File: config.mk
export PLATFORM = sky130hd
export DESIGN_NAME = qgfa_ram
export DESIGN_NICKNAME = d
export VERILOG_FILES = /design/src/rtl/assert_macros.svh /design/src/rtl/qgfa_ram.sv
export SDC_FILE = /design/constraint.sdc
export NUM_CORES = 1
export LEC_CHECK = 0
export ABC_CLOCK_PERIOD_IN_PS = 3100
export BUFFER_PORTS_ARGS = -buffer_cell sky130_fd_sc_hd__buf_2
export CORE_MARGIN = 4
export CORE_UTILIZATION = 60
export CTS_BUF_LIST = sky130_fd_sc_hd__clkbuf_4 sky130_fd_sc_hd__clkbuf_8
export DETAILED_ROUTE_END_ITERATION = 10
export HOLD_SLACK_MARGIN = 0.12
export PLACE_DENSITY = 0.78
export SYNTH_ARGS = -nofsm -noshare
export SYNTH_HDL_FRONTEND = slang
export SYNTH_SLANG_ARGS = --single-unit
File: constraint.sdc
create_clock -name clk -period 3.1 [get_ports clk]
set_input_delay 0.465 -clock clk [delete_from_list [all_inputs] [get_ports clk]]
set_output_delay 0.465 -clock clk [all_outputs]
set_load 0.01 [all_outputs]
File: src/rtl/assert_macros.svh
// Assertion macros used by the top-level RTL file of the gap-fill aligner.
// Depends on nothing; included by files that carry concurrent checks.
`ifndef ASSERT_MACROS_SVH
`define ASSERT_MACROS_SVH

// cond must never hold while out of reset
`define QG_ASSERT_NEVER(label, cond) \
  label: assert property (@(posedge clk) disable iff (!rst_n) !(cond)) \
    else $error("assertion failed");

// ante at one edge implies cons at the next edge
`define QG_ASSERT_NEXT(label, ante, cons) \
  label: assert property (@(posedge clk) disable iff (!rst_n) (ante) |=> (cons)) \
    else $error("assertion failed");

`endif

File: src/rtl/qgfa_ram.sv
// Generic single-port synchronous RAM with registered read.
// Depends on nothing.
`default_nettype none
module qgfa_ram #(
  parameter int WIDTH = 8,
  parameter int DEPTH = 16
) (
  input  wire logic                     clk,
  input  wire logic                     we,
  input  wire logic [$clog2(DEPTH)-1:0] addr,
  input  wire logic [WIDTH-1:0]         wdata,
  output logic [WIDTH-1:0]              rdata
);
  logic [WIDTH-1:0] mem [DEPTH];

  always_ff @(posedge clk) begin
    if (we) begin
      mem[addr] <= wdata;
    end else begin
      rdata <= mem[addr];
    end
  end
endmodule
`default_nettype wire

==> impl_metrics.json, run 1 <==
{
  "timing.hold.ws_ns": 0.439,
  "r2r-start": "mem[11][6]",
  "vdd_drop_max_v": 0.000441,
  "first_pass_iters": 4,
  "cts_buffer_depth": 2,
  "syn_nets": 245,
  "die_x_um": 101,
  "finalSetupTns_ns": 0,
  "holdPathStages": 1,
  "cp-start-kind": "input pin",
  "startpoint": "addr[1]",
  "coreArea_um2": 8300,
  "status": "finished, final reports clean",
  "ys_warn_count": 0,
  "drc": 0,
  "cts_post_setup_buffers_inserted": 0,
  "p_per_area_nw_per_um2": 656,
  "insertion_delay_ns": 0.42,
  "antenna_found_initial": 0,
  "grt_setup_unrepaired": "no",
  "critPathCaptureType": "flip-flop",
  "synth.area.mux_share_pct": 14.0,
  "syn_area_um2": 5150,
  "fmax_mhz": 516,
  "via_per_inst": 6.30,
  "grt_pass1_vias": 2480,
  "synth_xor_area_share_pct": 0,
  "p_int_mw": 3.02,
  "synth_compound_area_share_pct": 2.33,
  "layoutNonFillerInstCount": 387,
  "crit_path_end": "mem[2][6]",
  "drt_iter0_drc": 285,
  "syn_to_final_growth_pct": 13.2,
  "fin_ws_ns": 1.16,
  "setup_violations": 0,
  "synth-seq-cells": 136,
  "critPathKind": "input pin to flip-flop",
  "finish.utilization_pct": 70.2,
  "wl_um": 9430,
  "grt_pass1_wl_um": 14600,
  "pre_cts_slack_ns": 0.703,
  "timing_hold_violations_final": 0,
  "num_antenna_cells": 0,
  "netlist_instances": 231,
  "wire_per_inst_um": 24.4,
  "hold_path_class": "input pin to flip-flop",
  "place_inst": 355,
  "cts_tree": "built",
  "leakage_nw": 1.89,
  "tightest_slew_ns": 1.20,
  "ctsHoldBuffers": 0,
  "io_buffer_count": 21,
  "grt_overflow": 0,
  "p_sw_share_pct": 20.9,
  "drv_cap": 0,
  "r2r_cells": 3,
  "fin_crit_sh_pct": 62.5,
  "drtAntennaViolNets": 0,
  "r2r_slack_ns": 1.58,
  "grt_max_degree": 32,
  "period_needed_ns": 1.94,
  "final_nets": 283,
  "slew_headroom_pct": 19.6,
  "synth_cell_types": 18,
  "mostFrequentLayoutCell": "edfxtp_1",
  "vias": 2437,
  "timing.rr.end": "rdata[6]",
  "num_rows": 33,
  "gp_congestion": 0.797,
  "ys_seq_area_share_pct": 79.3,
  "power_frac_clock_pct": 40.6,
  "path_clk_slew_ns": 0.08,
  "clkSinkCount": 136,
  "cts_resized": 0,
  "grt_usage_pct": 20.9,
  "place_hpwl_um": 5880,
  "pin_count": 22,
  "cts_buffers": 17,
  "num-fill-cells": 485,
  "drive_gt1_share_pct": 33.3,
  "slew_viol_final": 0,
  "p_switching_mw": 0.798,
  "clk_root_buffer_cell": "clkbuf_8",
  "crit_fanout": 31,
  "avgSynthCellArea_um2": 22.3,
  "synth_top_family_by_area": "multiplexers",
  "initial_core_util_pct": 62.0,
  "fp.dieArea_um2": 10100,
  "synth-simple-area-share_pct": 3.11,
  "final_cell_mix": "136 x edfxtp_1, 32 x mux4_2, 21 x buf_2, 17 x clkbuf_8, 16 x a22oi_1",
  "die-height_um": 101,
  "h-tree-depth": 4,
  "cp_data_required_time_ns": 3.15,
  "yosys.area_share.adder_pct": 0,
  "p_seq_share_pct": 54.4,
  "skew_ns": 0.00851,
  "combinationalPowerShare_pct": 5.0,
  "arrival_ns": 1.99
}
==> synthesized netlist by cell type, drive strengths merged <==
| library cell | count | share of area, % |
|---|---|---|
| buf | 8 | 0.92 |
| nor2 | 13 | 0.95 |
| nand3 | 1 | 0.097 |
| and2 | 1 | 0.12 |
| nor3 | 4 | 0.39 |
| a22oi | 16 | 2.3 |
| edfxtp | 136 | 79 |
| nand2 | 9 | 0.66 |
| inv | 1 | 0.073 |
| nor2b | 2 | 0.24 |
| clkbuf | 3 | 0.24 |
| or3 | 1 | 0.12 |
| nand2b | 2 | 0.24 |
| nand3b | 2 | 0.29 |
| mux4 | 32 | 14 |
==> state kept, by name (all words and copies together) (netlist names) <==
name and flops:
mem 128, rdata 8
==> per-layer routing <==
layer  up-vias  share of wire [%]  track usage [%]
li1       1046                  -                -
met1      1267                 40             29.8
met2       112                 51             32.5
met3        12                7.3             5.26
met4         0                1.6             6.22
met5         -                  0                0
==> area by class of cell <==
class | instances | area [um2] | share of cell area, %
flip-flops and latches | 136 | 4080 | 70.1
multi-input cells | 83 | 1000 | 17.2
clock buffers | 17 | 234 | 4.02
clock inverters | 15 | 200 | 3.44
repair buffers | 30 | 173 | 2.96
well taps | 105 | 131 | 2.25
inverters | 1 | 3.75 | 0.0644
==> power by group through the flow <==
stage,Clock [mW],Sequential (mW),Combinational (mW)
global placement,0,2.12,0.186
CTS,1.57,2.08,0.192
finish,1.55,2.08,0.190
global route,1.66,2.08,0.206
detailed placement,0,2.12,0.191
floorplan,0,2.12,0.107
==> worst max-delay path, stage by stage <==
cell and delay [ns]:
buf_2 0.55, nand2b_1 0.24, nor2_1 0.72
==> through the flow <==
step,cell area [um2],power [mW]
floorplan,5150,2.23
global placement,5390,2.30
detailed placement,5390,2.31
CTS,5830,3.84
global route,5830,3.95
finish,5830,3.82
==> worst min-delay path by stage <==
stage                     from         end  slack [ns]
floorplan             wdata[0]   mem[0][0]        0.56
global placement    mem[11][4]    rdata[4]        0.75
detailed placement  mem[10][4]    rdata[4]        0.75
CTS                   wdata[5]   mem[5][5]        0.42
global route          wdata[5]   mem[5][5]        0.43
finish                wdata[5]  mem[10][5]        0.44
==> kinds of logic (layout without fill, tap and decap cells) <==
| group | Yosys count | count (layout) |
|---|---|---|
| buffers and inverters | 12 | 63 |
| AOI/OAI and AO/OA | 16 | 16 |
| DFF | 136 | 136 |
| and+or+nand+nor | 35 | 35 |
| muxes | 32 | 32 |
Note: power is estimated with default switching activity, not from simulation.
==> run 2, diff against run 1 <==
ABC_CLOCK_PERIOD_IN_PS = 1700   (was 3100)
CORE_UTILIZATION = 57   (was 60)
clock period = 1.7 ns   (was 3.1 ns; I/O delays follow)
==> impl_metrics.json, run 2 (synthesis gave the netlist of run 1 again) <==
{
  "leakage_nw": 2.05,
  "top_register": "mem",
  "first_pass_iters": 4,
  "mostFrequentLayoutCell": "edfxtp_1",
  "via_per_inst": 5.92,
  "startpoint": "mem[0][5]",
  "final_cell_mix": "136 x edfxtp_1, 33 x buf_4, 32 x mux4_2, 21 x buf_2, 17 x clkbuf_8",
  "drt_iter0_drc": 150,
  "ctsHoldBuffers": 0,
  "clkSinkCount": 136,
  "wire_per_inst_um": 23.3,
  "holdPathStages": 1,
  "cts_buffer_depth": 2,
  "crit_path_end": "rdata[5]",
  "grt_pass1_vias": 2639,
  "cts_resized": 0,
  "wl_um": 9760,
  "io_buffer_count": 21,
  "arrival_ns": 1.69,
  "slew_headroom_pct": 53.6,
  "h-tree-depth": 4,
  "fin_crit_sh_pct": 90.0,
  "antenna_found_initial": 0,
  "die_x_um": 103,
  "pre_cts_slack_ns": -0.179,
  "drc": 0,
  "vias": 2473,
  "r2r_slack_ns": 0.17,
  "grt_pass1_wl_um": 15100,
  "clk_root_buffer_cell": "clkbuf_8",
  "fp.dieArea_um2": 10600,
  "timing_hold_violations_final": 0,
  "r2r_cells": 3,
  "pin_count": 22,
  "status": "finished, final reports clean",
  "r2r-start": "mem[0][5]",
  "final_area_um2": 6060,
  "critPathKind": "flip-flop to flip-flop",
  "hold_path_class": "input pin to flip-flop",
  "cp_data_required_time_ns": 1.86,
  "drv_cap": 0,
  "critPathCaptureType": "flip-flop",
  "period_needed_ns": 1.53,
  "grt_usage_pct": 20.6,
  "syn_to_final_growth_pct": 17.7,
  "layoutNonFillerInstCount": 418,
  "die-height_um": 103,
  "dpl_cell_area_um2": 5660,
  "slew_viol_final": 0,
  "num_rows": 34,
  "path_clk_slew_ns": 0.08,
  "p_per_area_nw_per_um2": 1130,
  "num_antenna_cells": 0,
  "cts_post_setup_buffers_inserted": 0,
  "crit_fanout": 1,
  "tightest_slew_ns": 0.694,
  "vdd_drop_max_v": 0.000630,
  "top_regs": "mem x128, rdata x8",
  "coreArea_um2": 8760,
  "timing.rr.end": "rdata[5]",
  "grt_max_degree": 29,
  "drtAntennaViolNets": 0,
  "power_mw": 6.82,
  "cts_buffers": 17,
  "gp_congestion": 0.805,
  "grt_setup_unrepaired": "no",
  "place_inst": 386,
  "skew_ns": 0.0111,
  "grt_overflow": 0,
  "insertion_delay_ns": 0.42,
  "setup_violations": 0,
  "initial_core_util_pct": 58.8,
  "fmax_mhz": 653,
  "final_nets": 311,
  "timing.hold.ws_ns": 0.208,
  "fin_ws_ns": 0.170,
  "drive_gt1_share_pct": 39.0,
  "place_hpwl_um": 6240,
  "largest_register_ffs": 128,
  "cp-start-kind": "flip-flop",
  "cts_tree": "built"
}
==> run 2: changes by cell type in the layout (fill, tap and decap cells not counted) <==
cell        delta
clkinvlp_4     -2
inv_6          -3
buf_12         +4
nor3_2         +1
clkinv_1       +2
clkbuf_4       +5
bufinv_16      -1
clkinv_4       -1
buf_4         +24
nor3_1         -1
==> run 2: power breakdown <==
group | total [mW] | internal [mW] | leakage (nW) | switching (mW)
Combinational | 0.373 | 0.168 | 0.611 | 0.205
Clock | 2.65 | 1.51 | 0.203 | 1.14
Sequential | 3.80 | 3.77 | 1.24 | 0.0214
Total | 6.82 | 5.46 | 2.05 | 1.37
==> run 2: layout make-up <==
class,count,area [um2]
well taps,108,135
inverters,1,3.75
flip-flops and latches,136,4080
clock inverters,10,128
clock buffers,22,272
fillers,538,2700
multi-input cells,83,1010
repair buffers,58,433
==> run 2: stage by stage <==
step | util [%] | TNS (ns)
4_1_cts | 69.2 | 0
2_1_floorplan | - | 0
6_report | 69.2 | 0
5_1_grt | 69.2 | 0
3_3_place_gp | 64.6 | -0.255
3_5_place_dp | 64.6 | -0.358
==> run 2: routing by layer <==
layer	part of all wire [%]	track usage [%]	vias up	wire length [um]
met2	52	33.3	111	5070
met4	0.58	8.76	0	57
met1	39	27.2	1258	3810
li1	-	-	1100	-
met5	0	0	-	0
met3	8.4	4.74	4	823
==> run 2: worst max-delay path, cell delays in order, from the launching register on <==
cell	delay, ns
edfxtp_1	0.37
mux4_2	0.45
a22oi_1	0.33
nand2_1	0.12
==> run 2: worst min-delay path by stage <==
stage | start | to | slack [ns]
floorplan | wdata[0] | mem[0][0] | 0.35
global placement | wdata[2] | mem[4][2] | 0.64
detailed placement | wdata[3] | mem[7][3] | 0.65
CTS | wdata[3] | mem[7][3] | 0.19
global route | wdata[2] | mem[15][2] | 0.20
finish | wdata[3] | mem[7][3] | 0.21
